File: src/sv/ufil_pkg.sv
`default_nettype none
package ufil_pkg;
    localparam int SECTOR_BYTES_DEF = 4096;
    localparam int BLOCK_BYTES_DEF = 256;

    localparam logic [2:0] REQ_RX = 3'd0;
    localparam logic [2:0] REQ_STATUS = 3'd1;
    localparam logic [2:0] REQ_READ = 3'd2;
    localparam logic [2:0] REQ_START_RX = 3'd3;
    localparam logic [2:0] REQ_START_VER = 3'd4;

    localparam logic [2:0] K_TX = 3'd0;
    localparam logic [2:0] K_ERASE = 3'd1;
    localparam logic [2:0] K_WRITE = 3'd2;
    localparam logic [2:0] K_READ = 3'd3;
    localparam logic [2:0] K_FINISH = 3'd4;
    localparam logic [2:0] K_UNPROT = 3'd5;

    localparam logic [1:0] ST_OK = 2'd0;
    localparam logic [1:0] ST_PROTO = 2'd1;
    localparam logic [1:0] ST_FLASH = 2'd2;

    localparam logic [1:0] CFG_BASE = 2'd0;
    localparam logic [1:0] CFG_MAXLEN = 2'd1;
    localparam logic [1:0] CFG_VMAXLEN = 2'd2;
    localparam logic [1:0] CFG_SYNCLIM = 2'd3;

    localparam logic [7:0] C_ACK = 8'h06;
    localparam logic [7:0] C_NAK = 8'h15;
    localparam logic [7:0] C_DONE = 8'h00;
    localparam logic [7:0] C_ERR = 8'hFF;
    localparam logic [7:0] SYNC_A = 8'hEB;
    localparam logic [7:0] SYNC_B = 8'h90;
    localparam logic [31:0] CRC_POLY = 32'hEDB88320;

    typedef struct packed {
        logic [2:0] req_type;
        logic [7:0] data_byte;
        logic       op_ok;
    } in_item_t;

    typedef struct packed {
        logic [2:0]  out_kind;
        logic [7:0]  tx_byte;
        logic [31:0] flash_addr;
        logic [20:0] op_len;
        logic [1:0]  run_status;
        logic        last;
    } out_item_t;

    function automatic logic [31:0] crc_byte(input logic [31:0] c, input logic [7:0] b);
        logic [31:0] r;
        r = c ^ {24'd0, b};
        for (int k = 0; k < 8; k++)
        begin
            r = r[0] ? ((r >> 1) ^ CRC_POLY) : (r >> 1);
        end
        return r;
    endfunction
endpackage
`default_nettype wire

File: src/sv/ufil_fifo.sv
`default_nettype none
module ufil_fifo #(
    parameter int WIDTH = 12,
    parameter int DEPTH = 4
) (
    input  wire logic             clk,
    input  wire logic             rst_n,
    input  wire logic             wr,
    input  wire logic [WIDTH-1:0] wdata,
    output logic                  full,
    input  wire logic             rd,
    output logic [WIDTH-1:0]      rdata,
    output logic                  empty
);
    localparam int AW = (DEPTH > 1) ? $clog2(DEPTH) : 1;
    logic [WIDTH-1:0] mem_reg [DEPTH];
    logic [AW-1:0] wp_reg, rp_reg;
    logic [AW:0] cnt_reg;

    assign full = (cnt_reg == (AW+1)'(DEPTH));
    assign empty = (cnt_reg == '0);
    assign rdata = mem_reg[rp_reg];

    always_ff @(posedge clk)
    begin
        if (wr && !full)
        begin
            mem_reg[wp_reg] <= wdata;
        end
    end

    always_ff @(posedge clk or negedge rst_n)
    begin
        if (!rst_n)
        begin
            wp_reg <= '0;
            rp_reg <= '0;
            cnt_reg <= '0;
        end
        else
        begin
            if (wr && !full)
            begin
                wp_reg <= (wp_reg == AW'(DEPTH-1)) ? '0 : wp_reg + 1'b1;
            end
            if (rd && !empty)
            begin
                rp_reg <= (rp_reg == AW'(DEPTH-1)) ? '0 : rp_reg + 1'b1;
            end
            cnt_reg <= cnt_reg + (AW+1)'(wr && !full) - (AW+1)'(rd && !empty);
        end
    end
endmodule
`default_nettype wire

File: src/sv/ufil_engine.sv
`default_nettype none
module ufil_engine #(
    parameter int SECTOR_BYTES = ufil_pkg::SECTOR_BYTES_DEF,
    parameter int BLOCK_BYTES = ufil_pkg::BLOCK_BYTES_DEF
) (
    input  wire logic                clk,
    input  wire logic                rst_n,
    input  wire logic                cfg_we,
    input  wire logic [1:0]          cfg_index,
    input  wire logic [22:0]         cfg_data,
    input  wire logic                in_valid,
    input  wire ufil_pkg::in_item_t  in_item,
    output logic                     in_take,
    output logic                     out_valid,
    output ufil_pkg::out_item_t      out_item,
    input  wire logic                out_full
);
    localparam logic [3:0] PH_IDLE = 4'd0, PH_HUNT = 4'd1, PH_LEN = 4'd2,
        PH_UNPROT = 4'd3, PH_ERASE = 4'd4, PH_DATA = 4'd5, PH_WRITE = 4'd6,
        PH_ECHO = 4'd7, PH_VERDICT = 4'd8, PH_HOSTCRC = 4'd9, PH_CRCREAD = 4'd10,
        PH_VADDR = 4'd11, PH_VLEN = 4'd12;
    localparam logic [31:0] SMASK = ~(32'(SECTOR_BYTES) - 32'd1);
    localparam logic [32:0] SMASK33 = ~(33'(SECTOR_BYTES) - 33'd1);
    localparam logic [20:0] BLK = 21'(BLOCK_BYTES);
    localparam int BCW = $clog2(BLOCK_BYTES) + 1;

    logic [22:0] base_reg;
    logic [20:0] maxlen_reg, vmaxlen_reg;
    logic [21:0] synclim_reg;
    logic [3:0] phase_reg, phase_next;
    logic verify_reg, verify_next;
    logic [2:0] sm_reg, sm_next;
    logic [21:0] hunt_reg, hunt_next;
    logic [1:0] fbi_reg, fbi_next;
    logic [31:0] ilen_reg, ilen_next, raddr_reg, raddr_next, cur_reg, cur_next;
    logic [20:0] left_reg, left_next;
    logic [BCW-1:0] bc_reg, bc_next;
    logic [32:0] eend_reg, eend_next;
    logic [31:0] hcrc_reg, hcrc_next, crc_reg, crc_next;

    // result sequencer: up to six results from one transaction
    ufil_pkg::out_item_t res_reg [6];
    ufil_pkg::out_item_t res_next [6];
    logic [2:0] rcnt_reg, rcnt_next, ridx_reg;
    logic busy;

    logic [20:0] chunk;
    logic [31:0] wacc;
    logic [31:0] crc_new, crc_fin;

    assign busy = (ridx_reg != rcnt_reg);
    assign in_take = in_valid && !busy;
    assign out_valid = busy;
    always_comb
    begin
        out_item = res_reg[ridx_reg];
        out_item.last = (ridx_reg + 3'd1 == rcnt_reg);
    end

    assign chunk = (left_reg >= BLK) ? BLK : left_reg;
    assign crc_new = ufil_pkg::crc_byte(crc_reg, in_item.data_byte);
    assign crc_fin = ~crc_new;

    always_comb
    begin
        logic [31:0] sh;
        sh = {24'd0, in_item.data_byte} << {fbi_reg, 3'b000};
        wacc = ((fbi_reg == 2'd0) ? 32'd0 : 32'd0) | sh;
    end

    always_comb
    begin
        logic [2:0] n;
        logic [31:0] acc;
        phase_next = phase_reg; verify_next = verify_reg; sm_next = sm_reg;
        hunt_next = hunt_reg; fbi_next = fbi_reg; ilen_next = ilen_reg;
        raddr_next = raddr_reg; cur_next = cur_reg; left_next = left_reg;
        bc_next = bc_reg; eend_next = eend_reg; hcrc_next = hcrc_reg;
        crc_next = crc_reg;
        n = 3'd0;
        acc = '0;
        for (int i = 0; i < 6; i++)
        begin
            res_next[i] = '0;
        end
        case (in_item.req_type)
            ufil_pkg::REQ_RX:
            begin
                case (phase_reg)
                    PH_HUNT:
                    begin
                        hunt_next = hunt_reg + 22'd1;
                        if (in_item.data_byte == (sm_reg[0] ? ufil_pkg::SYNC_B
                                                             : ufil_pkg::SYNC_A))
                            sm_next = sm_reg + 3'd1;
                        else if (in_item.data_byte == ufil_pkg::SYNC_A)
                            sm_next = 3'd1;
                        else
                            sm_next = 3'd0;
                        if (sm_next >= 3'd4)
                        begin
                            sm_next = 3'd0; fbi_next = 2'd0; phase_next = PH_LEN;
                        end
                        else if (hunt_next >= synclim_reg)
                        begin
                            res_next[0].tx_byte = ufil_pkg::C_ERR;
                            res_next[1].out_kind = ufil_pkg::K_FINISH;
                            res_next[1].run_status = ufil_pkg::ST_PROTO;
                            n = 3'd2; phase_next = PH_IDLE;
                        end
                    end
                    PH_LEN, PH_VADDR, PH_VLEN, PH_HOSTCRC:
                    begin
                        fbi_next = fbi_reg + 2'd1;
                        if (phase_reg == PH_VADDR)
                        begin
                            acc = ((fbi_reg == 2'd0) ? 32'd0 : raddr_reg) | wacc;
                            raddr_next = acc;
                        end
                        else if (phase_reg == PH_HOSTCRC)
                        begin
                            acc = ((fbi_reg == 2'd0) ? 32'd0 : hcrc_reg) | wacc;
                            hcrc_next = acc;
                        end
                        else
                        begin
                            acc = ((fbi_reg == 2'd0) ? 32'd0 : ilen_reg) | wacc;
                            ilen_next = acc;
                        end
                        if (fbi_reg == 2'd3)
                        begin
                            case (phase_reg)
                                PH_LEN:
                                begin
                                    if (acc == 32'd0 || acc > {11'd0, maxlen_reg})
                                    begin
                                        res_next[0].tx_byte = ufil_pkg::C_NAK;
                                        res_next[1].out_kind = ufil_pkg::K_FINISH;
                                        res_next[1].run_status = ufil_pkg::ST_PROTO;
                                        n = 3'd2; phase_next = PH_IDLE;
                                    end
                                    else
                                    begin
                                        res_next[0].tx_byte = ufil_pkg::C_ACK;
                                        res_next[1].out_kind = ufil_pkg::K_UNPROT;
                                        n = 3'd2; phase_next = PH_UNPROT;
                                    end
                                end
                                PH_VADDR: phase_next = PH_VLEN;
                                PH_VLEN:
                                begin
                                    if (acc == 32'd0 || acc > {11'd0, vmaxlen_reg})
                                    begin
                                        for (int i = 0; i < 4; i++)
                                        begin
                                            res_next[i].tx_byte = ufil_pkg::C_ERR;
                                        end
                                        res_next[4].out_kind = ufil_pkg::K_FINISH;
                                        res_next[4].run_status = ufil_pkg::ST_PROTO;
                                        n = 3'd5; phase_next = PH_IDLE;
                                    end
                                    else
                                    begin
                                        crc_next = '1; left_next = acc[20:0];
                                        res_next[0].out_kind = ufil_pkg::K_READ;
                                        res_next[0].flash_addr = raddr_reg;
                                        res_next[0].op_len = acc[20:0];
                                        n = 3'd1; phase_next = PH_CRCREAD;
                                    end
                                end
                                default:
                                begin
                                    crc_next = '1; left_next = ilen_reg[20:0];
                                    res_next[0].out_kind = ufil_pkg::K_READ;
                                    res_next[0].flash_addr = raddr_reg;
                                    res_next[0].op_len = ilen_reg[20:0];
                                    n = 3'd1; phase_next = PH_CRCREAD;
                                end
                            endcase
                        end
                    end
                    PH_DATA:
                    begin
                        res_next[0].out_kind = ufil_pkg::K_WRITE;
                        res_next[0].tx_byte = in_item.data_byte;
                        res_next[0].flash_addr = cur_reg;
                        res_next[0].op_len = chunk;
                        n = 3'd1;
                        bc_next = bc_reg + 1'b1;
                        if (21'(bc_next) >= chunk) phase_next = PH_WRITE;
                    end
                    PH_VERDICT:
                    begin
                        if (in_item.data_byte != ufil_pkg::C_ACK)
                        begin
                            res_next[0].out_kind = ufil_pkg::K_FINISH;
                            res_next[0].run_status = ufil_pkg::ST_PROTO;
                            n = 3'd1; phase_next = PH_IDLE;
                        end
                        else
                        begin
                            cur_next = cur_reg + 32'(chunk);
                            left_next = left_reg - chunk;
                            bc_next = '0;
                            if (left_next != 21'd0)
                                phase_next = PH_DATA;
                            else
                            begin
                                res_next[0].tx_byte = ufil_pkg::C_DONE;
                                n = 3'd1; fbi_next = 2'd0; hcrc_next = '0;
                                phase_next = PH_HOSTCRC;
                            end
                        end
                    end
                    default: ;
                endcase
            end
            ufil_pkg::REQ_STATUS:
            begin
                case (phase_reg)
                    PH_UNPROT:
                    begin
                        cur_next = raddr_reg & SMASK;
                        eend_next = ({1'b0, raddr_reg} + {1'b0, ilen_reg}
                                     + 33'(SECTOR_BYTES) - 33'd1) & SMASK33;
                        res_next[0].out_kind = ufil_pkg::K_ERASE;
                        res_next[0].flash_addr = raddr_reg & SMASK;
                        n = 3'd1; phase_next = PH_ERASE;
                    end
                    PH_ERASE, PH_WRITE:
                    begin
                        if (!in_item.op_ok)
                        begin
                            res_next[0].tx_byte = ufil_pkg::C_ERR;
                            res_next[1].out_kind = ufil_pkg::K_FINISH;
                            res_next[1].run_status = ufil_pkg::ST_FLASH;
                            n = 3'd2; phase_next = PH_IDLE;
                        end
                        else if (phase_reg == PH_WRITE)
                        begin
                            bc_next = '0;
                            res_next[0].out_kind = ufil_pkg::K_READ;
                            res_next[0].flash_addr = cur_reg;
                            res_next[0].op_len = chunk;
                            n = 3'd1; phase_next = PH_ECHO;
                        end
                        else
                        begin
                            cur_next = cur_reg + 32'(SECTOR_BYTES);
                            if ({1'b0, cur_next} < eend_reg)
                            begin
                                res_next[0].out_kind = ufil_pkg::K_ERASE;
                                res_next[0].flash_addr = cur_next;
                                n = 3'd1;
                            end
                            else
                            begin
                                res_next[0].tx_byte = ufil_pkg::C_ACK;
                                n = 3'd1;
                                cur_next = raddr_reg;
                                left_next = ilen_reg[20:0];
                                bc_next = '0;
                                phase_next = PH_DATA;
                            end
                        end
                    end
                    default: ;
                endcase
            end
            ufil_pkg::REQ_READ:
            begin
                if (phase_reg == PH_ECHO)
                begin
                    res_next[0].tx_byte = in_item.data_byte;
                    n = 3'd1;
                    bc_next = bc_reg + 1'b1;
                    if (21'(bc_next) >= chunk) phase_next = PH_VERDICT;
                end
                else if (phase_reg == PH_CRCREAD)
                begin
                    crc_next = crc_new;
                    if (left_reg != 21'd0) left_next = left_reg - 21'd1;
                    if (left_next == 21'd0)
                    begin
                        phase_next = PH_IDLE;
                        if (verify_reg)
                        begin
                            for (int i = 0; i < 4; i++)
                            begin
                                res_next[i].tx_byte = crc_fin[8*i +: 8];
                            end
                            res_next[4].out_kind = ufil_pkg::K_FINISH;
                            res_next[4].run_status = ufil_pkg::ST_OK;
                            n = 3'd5;
                        end
                        else if (crc_fin == hcrc_reg)
                        begin
                            res_next[0].tx_byte = ufil_pkg::C_ACK;
                            res_next[1].out_kind = ufil_pkg::K_FINISH;
                            res_next[1].run_status = ufil_pkg::ST_OK;
                            n = 3'd2;
                        end
                        else
                        begin
                            res_next[0].tx_byte = ufil_pkg::C_NAK;
                            for (int i = 0; i < 4; i++)
                            begin
                                res_next[i+1].tx_byte = crc_fin[8*i +: 8];
                            end
                            res_next[5].out_kind = ufil_pkg::K_FINISH;
                            res_next[5].run_status = ufil_pkg::ST_PROTO;
                            n = 3'd6;
                        end
                    end
                end
            end
            ufil_pkg::REQ_START_RX, ufil_pkg::REQ_START_VER:
            begin
                sm_next = '0; hunt_next = '0; fbi_next = '0; ilen_next = '0;
                cur_next = '0; left_next = '0; bc_next = '0; eend_next = '0;
                hcrc_next = '0; crc_next = '1;
                if (in_item.req_type == ufil_pkg::REQ_START_RX)
                begin
                    verify_next = 1'b0; raddr_next = {9'd0, base_reg};
                    phase_next = PH_HUNT;
                end
                else
                begin
                    verify_next = 1'b1; raddr_next = '0; phase_next = PH_VADDR;
                end
            end
            default: ;
        endcase
        rcnt_next = n;
    end

    always_ff @(posedge clk)
    begin
        if (in_take)
        begin
            for (int i = 0; i < 6; i++)
            begin
                res_reg[i] <= res_next[i];
            end
        end
    end

    always_ff @(posedge clk or negedge rst_n)
    begin
        if (!rst_n)
        begin
            base_reg <= '0; maxlen_reg <= 21'd524288; vmaxlen_reg <= 21'd1048576;
            synclim_reg <= 22'd3000000;
            phase_reg <= PH_IDLE; verify_reg <= 1'b0; sm_reg <= '0; hunt_reg <= '0;
            fbi_reg <= '0; ilen_reg <= '0; raddr_reg <= '0; cur_reg <= '0;
            left_reg <= '0; bc_reg <= '0; eend_reg <= '0; hcrc_reg <= '0;
            crc_reg <= '1; rcnt_reg <= '0; ridx_reg <= '0;
        end
        else
        begin
            if (cfg_we)
            begin
                case (cfg_index)
                    ufil_pkg::CFG_BASE: base_reg <= cfg_data;
                    ufil_pkg::CFG_MAXLEN: maxlen_reg <= cfg_data[20:0];
                    ufil_pkg::CFG_VMAXLEN: vmaxlen_reg <= cfg_data[20:0];
                    ufil_pkg::CFG_SYNCLIM: synclim_reg <= cfg_data[21:0];
                    default: ;
                endcase
            end
            if (in_take)
            begin
                phase_reg <= phase_next; verify_reg <= verify_next; sm_reg <= sm_next;
                hunt_reg <= hunt_next; fbi_reg <= fbi_next; ilen_reg <= ilen_next;
                raddr_reg <= raddr_next; cur_reg <= cur_next; left_reg <= left_next;
                bc_reg <= bc_next; eend_reg <= eend_next; hcrc_reg <= hcrc_next;
                crc_reg <= crc_next; rcnt_reg <= rcnt_next; ridx_reg <= '0;
            end
            else if (busy && !out_full)
            begin
                ridx_reg <= ridx_reg + 3'd1;
            end
        end
    end

`ifndef ASSERT_OFF
    a_cnt: assert property (@(posedge clk) disable iff (!rst_n) ridx_reg <= rcnt_reg)
        else $error("result index past count");
    a_max: assert property (@(posedge clk) disable iff (!rst_n) rcnt_reg <= 3'd6)
        else $error("too many results");
    a_noacc: assert property (@(posedge clk) disable iff (!rst_n) busy |-> !in_take)
        else $error("item taken while results pending");
`endif
endmodule
`default_nettype wire

File: src/sv/uart_flash_image_loader.sv
// channel | direction | handshake     | payload
// in      | into      | push / full   | in_item (req_type, data_byte, op_ok)
// out     | out of    | pop / empty   | out_item (kind, byte, addr, len, status, last)
// cfg     | into      | cfg_we        | cfg_index, cfg_data
// An item passes the input queue, then the engine's result sequencer, which hands its
// results to the output queue in order while it has room; no new item is taken until then.
// Reset clears all control state and loads the register defaults; no clearing pass.
// Either side may stall: the input and output queues decouple host from engine.
`default_nettype none
module uart_flash_image_loader #(
    parameter int SECTOR_BYTES = ufil_pkg::SECTOR_BYTES_DEF,
    parameter int BLOCK_BYTES = ufil_pkg::BLOCK_BYTES_DEF
) (
    input  wire logic                clk,
    input  wire logic                rst_n,
    input  wire logic                cfg_we,
    input  wire logic [1:0]          cfg_index,
    input  wire logic [22:0]         cfg_data,
    input  wire logic                push,
    input  wire ufil_pkg::in_item_t  in_item,
    output logic                     full,
    input  wire logic                pop,
    output ufil_pkg::out_item_t      out_item,
    output logic                     empty
);
    localparam int IW = $bits(ufil_pkg::in_item_t);
    localparam int OW = $bits(ufil_pkg::out_item_t);
    logic [IW-1:0] q_data;
    logic q_empty, take, ovalid, ofull;
    ufil_pkg::out_item_t eitem;
    logic [OW-1:0] o_data;

    ufil_fifo #(.WIDTH(IW), .DEPTH(4)) u_inq (
        .clk(clk), .rst_n(rst_n), .wr(push), .wdata(in_item), .full(full),
        .rd(take), .rdata(q_data), .empty(q_empty));

    ufil_engine #(.SECTOR_BYTES(SECTOR_BYTES), .BLOCK_BYTES(BLOCK_BYTES)) u_eng (
        .clk(clk), .rst_n(rst_n), .cfg_we(cfg_we), .cfg_index(cfg_index),
        .cfg_data(cfg_data), .in_valid(!q_empty), .in_item(q_data), .in_take(take),
        .out_valid(ovalid), .out_item(eitem), .out_full(ofull));

    ufil_fifo #(.WIDTH(OW), .DEPTH(4)) u_outq (
        .clk(clk), .rst_n(rst_n), .wr(ovalid), .wdata(eitem), .full(ofull),
        .rd(pop), .rdata(o_data), .empty(empty));

    assign out_item = o_data;
endmodule
`default_nettype wire
File: config.mk
export PLATFORM = sky130hd
export DESIGN_NAME = uart_flash_image_loader
export DESIGN_NICKNAME = d
export VERILOG_FILES = /design/src/sv/ufil_pkg.sv /design/src/sv/ufil_fifo.sv /design/src/sv/ufil_engine.sv /design/src/sv/uart_flash_image_loader.sv
export SDC_FILE = /design/constraint.sdc
export NUM_CORES = 2
export LEC_CHECK = 0
export BUFFER_PORTS_ARGS = -buffer_cell sky130_fd_sc_hd__buf_2
export CAP_MARGIN = 10
export CORE_ASPECT_RATIO = 0.5
export CORE_MARGIN = 3
export CORE_UTILIZATION = 40
export CTS_CLUSTER_DIAMETER = 150
export DETAILED_ROUTE_END_ITERATION = 16
export PLACE_DENSITY = 0.65
export SLEW_MARGIN = 20
export SYNTH_ARGS = -nofsm -noshare
export SYNTH_HDL_FRONTEND = slang
export SYNTH_SLANG_ARGS = --single-unit
File: constraint.sdc
create_clock -name clk -period 7.8 [get_ports clk]
set_input_delay 2.34 -clock clk [delete_from_list [all_inputs] [get_ports clk]]
set_output_delay 2.34 -clock clk [all_outputs]
set_load 0.005 [all_outputs]
Word-level counts from Yosys, hierarchy flattened
Memory sizes are Yosys's and may differ from the RTL's. Index checks and enable logic that the tools add are counted.

Logic and storage cells: 432. Bits of input ports: 42. Memories: 3. Bits in registers: 362. Memory bits (writable): 712. Output and inout port bits: 69.

Bitwise logic cells: 13. Shift operators: 1. Equal/unequal tests: 72. $lt $le $gt $ge: 7. Reductions and logical operators: 47. Muxes and demuxes: 244. $add $sub $neg: 20.

Memory list: u_eng.res_reg (words 6, width 66, rd ports 1, clocked after memory_dff 0, wr ports 6, line ufil_engine.sv:42) `ufil_pkg::out_item_t res_reg [6];`; u_outq.mem_reg (words 4, width 67, rd ports 1, clocked after memory_dff 0, wr ports 1, line ufil_fifo.sv:16) `logic [WIDTH-1:0] mem_reg [DEPTH];`; u_inq.mem_reg (words 4, width 12, rd ports 1, clocked after memory_dff 0, wr ports 1, line ufil_fifo.sv:16).

Operators by type and width (number): $mux W32 (36); $pmux W32 S2 (7); $mux W21 (16); $pmux W53 S2 (3); $mux W8 (29); $pmux W32 S3 (2); $not A13 Y14 (8); $mux W3 (37); $mux W53 (2); $or A32 B32 Y32 (3); $pmux W21 S2 (2); $pmux W21 S4 (1); $mux W11 (7); $pmux W33 S2 (1); $gt A32 B21 Y1 (2); $mux W64 (1); $pmux W8 S2 (4); $mux W4 (15); $mux W2 (28); $mux W9 (6); $pmux W8 S3 (2); $pmux W22 S2 (1); $pmux W3 S2 (7); $reduce_bool A21 Y1 (2); 80 further kinds (182).

Logic depth before layout (Yosys ltp)
An unclocked memory read counts as a cell.

Word-level depth: 26. Depth in mapped cells: 22. Mapped depth without buffers: 19.

Hierarchy
From an unflattened synthesis, not the netlist that was laid out.

Cells, all modules: 3831. Area, all modules: 42929.9 um^2.

Modules (own cells, without submodules): ufil_engine (seq. area each 11586.1 um^2, area an instance 30569.3 um^2, cells an instance 3328, instances 1); ufil_fifo at u_outq (seq. area each 8222.9 um^2, area an instance 10149.7 um^2, cells an instance 395, instances 1); ufil_fifo at u_inq (seq. area each 1616.6 um^2, area an instance 2207.1 um^2, cells an instance 107, instances 1); uart_flash_image_loader (seq. area each 0.0 um^2, area an instance 3.8 um^2, cells an instance 1, instances 1).

Worst setup path after synthesis
No wires, ideal clock.

Path kind: register to register. From: reg u_eng.ridx_reg[0]. To: reg u_inq.cnt_reg[2]. Clock period less this slack: 5.274 ns. Buffers on the path: 1. Cell stages (with the launch flop): 12. Arrival: 5.152 ns. Setup time: 0.123 ns. Path slack: 2.526 ns. Data required time: 7.677 ns. Path through: dfrtp_1 clkbuf_1 xnor2_1 nand4_1 clkinv_1 ha_1 inv_1 ha_1 inv_1 fa_1 xnor2_1 xnor2_1.

Cells in the longest elaborated chain, start to end: 5.

Ends and longest elaborated chain: start: declaration (line ufil_engine.sv:44) `logic [2:0] rcnt_reg, rcnt_next, ridx_reg;`; start signal: assignment (line ufil_engine.sv:381) `ridx_reg <= ridx_reg + 3'd1;`; $ne A3 B3 Y1 (line ufil_engine.sv:51) `assign busy = (ridx_reg != rcnt_reg);`; $logic_not A1 Y1 (line ufil_engine.sv:52) `assign in_take = in_valid && !busy;`; $logic_and A1 B1 Y1 (line ufil_engine.sv:52); via take (line uart_flash_image_loader.sv:29) `logic q_empty, take, ovalid, ofull;`; $logic_and A1 B1 Y1 (line ufil_fifo.sv:50) `cnt_reg <= cnt_reg + (AW+1)'(wr && !full) - (AW+1)'(rd && !empty);`; $sub A3 B1 Y3 (line ufil_fifo.sv:50); end signal: assignment (line ufil_fifo.sv:50); end: declaration (line ufil_fifo.sv:18) `logic [AW:0] cnt_reg;`.

The timed path passes the listed nets, and every way through them passes these cells. A chain may end at the register's enable or synchronous reset.

Worst setup path after layout
From: reg u_eng.phase_reg[3]. To: reg u_eng.crc_reg[15].

Cells in the longest elaborated chain, start to end: 9. Elaborated cells between the ends (all ways): 25. Those cells by class: order compare (1); eq/ne (11); mux (8); reduce/logical (5).

Ends and longest elaborated chain: start: declaration (line ufil_engine.sv:30) `logic [3:0] phase_reg, phase_next;`; start signal: assignment (line ufil_engine.sv:373) `phase_reg <= phase_next; verify_reg <= verify_next; sm_reg <= sm_next;`; $eq A4 B4 Y1 (line ufil_engine.sv:89, ufil_engine.sv:120); $mux W32 (line ufil_engine.sv:120) `else if (phase_reg == PH_HOSTCRC)`; $mux W32 (line ufil_engine.sv:115) `if (phase_reg == PH_VADDR)`; $mux W32 (line ufil_engine.sv:89) `case (phase_reg)`; $mux W32 (line ufil_engine.sv:86) `case (in_item.req_type)`; $gt A32 B21 Y1 or $logic_not A32 Y1 (tied branches) (line ufil_engine.sv:152) `if (acc == 32'd0 || acc > {11'd0, vmaxlen_reg})`; $logic_or A1 B1 Y1 (line ufil_engine.sv:152); $ne A3 B3 Y1 (no line); $reduce_and A8 Y1 (no line); end signal: assignment (line ufil_engine.sv:357) `crc_reg <= '1; rcnt_reg <= '0; ridx_reg <= '0;`; end signal: assignment (line ufil_engine.sv:377) `crc_reg <= crc_next; rcnt_reg <= rcnt_next; ridx_reg <= '0;`; end: declaration (line ufil_engine.sv:39) `logic [31:0] hcrc_reg, hcrc_next, crc_reg, crc_next;`.

Several ways; a longest one is shown, not always the timed one. The select of a mux whose other input is x is not followed.

==> out/results.txt <==
Worst Tran Pin Value: 1.20 ns
Final Max Tran Viols: 0
hold path start: u_eng.eend_reg[23]
Post-synth EDFFs: 420
fraction of layout cells with a size suffix above 1: 14.7%
layout net count: 4163
vias post-DR: 32300
biggest fanout along the worst timing path: 33
Distinct cells, synth: 95
aggregate negative setup slack: 0 ns
register area: 0.0214 mm^2
# IOs: 111
post-detailed-routing wire length: 139 mm
# Max-Cap Violations: 0
Num CTS Buffers: 74
worst reg2reg setup slack: 1.63 ns
top_reg_cell synth: edfxtp_1
final count of negative-setup-slack endpoints: 0
area growth from synthesis to layout: 11.2%
worst-case clock buffer depth: 3
Crit path arrival time: 6.76 ns
initial antenna violation count: 14
Tcrit/Tclk final: 79.1%
grt ovf: 0
max reg flops: 268
initial core utilization: 40.9%
Wirelength per Cell: 25.9 um
hold endpoint: u_eng.eend_reg[23]
site row count: 83
port bufs: 110
DRC marker count from the first detailed-route iteration: 3514
hold depth: 2
Critical Path RT: 8.39 ns
R2R Path Start: u_eng.phase_reg[3]
DR vias/cell: 5.99
most common cell after layout, fill and taps aside: edfxtp_1
setup bufs post-CTS: 0
Clock Latency Late Sink: 0.68 ns
FF-to-FF End: u_eng.crc_reg[15]
first-pass GRT wire length: 207 mm
syn avg cell area: 11.0 um^2
core area: 0.104 mm^2
synthesized area: 0.0426 mm^2
post-route ant nets: 0
# fillers: 9495
async set or reset register ratio after synthesis: 45.5%
Worst slew margin: 18.3%
Reg2Reg Depth: 17
GRT Resource Usage Total: 24.9%
Final HPWL DP: 102 mm
CP Class: register to register
GPL Wtd Cong: 1.06
die area: 0.111 mm^2
Clock Pin Slew Worst Setup and Hold Paths: 0.07 ns
Num Clock Sinks: 770
TritonCTS clock tree: built
area of the multi-input gates: 0.0196 mm^2
Startpoint Class: register
DR DRC count: 0
Die X: 468 um
Root Buffer: clkbuf_16
largest net degree at the start of global routing: 115
RSZ-0062 raised after global routing: false
Post-Route Skew: 0.0334 ns
total iterations of the first detailed-routing run: 6
H-tree Lvls: 3
type of destination of the critical path: register
status: finished clean
endpoints failing hold: 0
fin crit period: 6.17 ns
commonest cells after routing, fill and taps aside: 420 x edfxtp_1, 379 x nand2_1, 314 x o21ai_0
Max Fclk: 0.162 GHz
synth warn: 0
Seq/Total Area, Yosys: 50.3%
Seq cells post-synth: 770
Cells after Synth: 3874
CTS Hold Bufs: 0
die height: 237 um
Post-CTS Resized: 0
Tightest Hold Check Type: register to register
vias in the first global route: 31100
==> final cells by class <==
cell class	instances	share of cell area, %
sequential	770	45.2
antenna	3	0.0158
multi-input combinational	2661	41.5
clock buffer	106	4.42
inverter	227	1.80
clock inverter	32	0.858
tap	1402	3.70
timing repair buffer	186	2.49
==> critical path, cell delays in order (launching register included) <==
cell and delay (ns):
dfrtp_1 0.81, nand4b_1 0.67, buf_12 0.40, nor2_1 0.10, a311oi_1 0.06, a21oi_1 0.30
inv_1 0.18, ha_1 0.34, nand3_1 0.09, o21ai_0 0.20, a221o_1 0.18, a31oi_1 0.10
o31ai_1 0.91, o31ai_1 0.35, a21oi_4 0.70, buf_4 0.41, a21oi_1 0.09, a21o_1 0.17
==> kinds of logic (layout without fill, tap and decap cells) <==
group                      after synthesis  after routing  share of synthesized area, %
AOI/OAI and AO/OA                      949            949                          14.6
xor gates and xnor gates               231            231                          5.68
adders and majority gates              201            201                          5.95
buffers and inverters                  454            551                          4.09
DFF                                    770            770                          50.3
muxes                                  212            212                          7.77
other                                    2             16                        0.0176
and+or+nand+nor                       1055           1055                          11.6
==> cells in the mapped netlist, types with 13 or more instances <==
library cell	count	area share, %
edfxtp_1	420	30
nand2_1	380	3.3
o21ai_0	317	3.7
dfrtp_1	306	18
nor2_1	241	2.1
inv_1	222	2.0
ha_1	198	5.8
clkbuf_1	193	1.7
a21oi_1	168	2.0
xnor2_1	133	2.7
mux2_2	99	2.6
mux4_2	85	4.5
nor3_1	74	0.87
and2_1	73	1.1
nand3_1	70	0.82
xor2_1	69	1.4
a21o_1	57	1.0
dfstp_2	44	2.7
a22o_1	39	0.80
o2bb2ai_1	35	0.72
and3_1	34	0.50
nand4_1	33	0.48
nor4_1	31	0.46
a22oi_1	29	0.51
mux2i_1	28	0.66
o31ai_1	26	0.46
nor2b_1	25	0.37
nand2b_1	24	0.35
buf_1	23	0.20
a221o_1	22	0.52
o211ai_1	22	0.39
o22ai_1	22	0.32
o21a_1	21	0.37
a31oi_1	20	0.29
or3_1	20	0.29
o41ai_1	15	0.31
a211oi_1	14	0.25
xnor3_1	14	0.74
o221ai_1	13	0.27
==> routing by layer <==
layer	GRT usage, %	share of wire (%)
met5	0	0.13
met3	7.48	10
met2	34.3	41
met1	36.8	46
met4	8.59	3.5
==> metrics by stage <==
stage / hold WS (ns) / util (%) / cells / setup slack, ns / cell area, um^2
6_report: 0.478 / 45.5 / 5387 / 1.63 / 47400
3_3_place_gp: 0.466 / 43.0 / 5244 / 2.07 / 44800
4_1_cts: 0.484 / 45.4 / 5382 / 1.93 / 47300
2_1_floorplan: 0.444 / - / 3885 / 2.53 / 42700
3_5_place_dp: 0.472 / 43.0 / 5244 / 1.96 / 44800
5_1_grt: 0.512 / 45.5 / 5384 / 1.35 / 47400
==> worst max-delay path by stage <==
| stage | slack, ns | cells past startpoint | from | end |
|---|---|---|---|---|
| CTS | 1.93 | 18 | u_eng.left_reg[9] | u_eng.cur_reg[30] |
| detailed placement | 1.96 | 18 | u_eng.left_reg[9] | u_eng.cur_reg[22] |
| floorplan | 2.53 | 11 | u_eng.ridx_reg[0] | u_inq.cnt_reg[2] |
| global placement | 2.07 | 17 | u_inq.rp_reg[0] | u_eng.crc_reg[15] |
| finish | 1.63 | 17 | u_eng.phase_reg[3] | u_eng.crc_reg[15] |
| global route | 1.35 | 18 | u_eng.left_reg[9] | u_eng.cur_reg[22] |
Power is not shown: default switching activity piles up to over one toggle a cycle in this logic, so the estimate is an artifact.
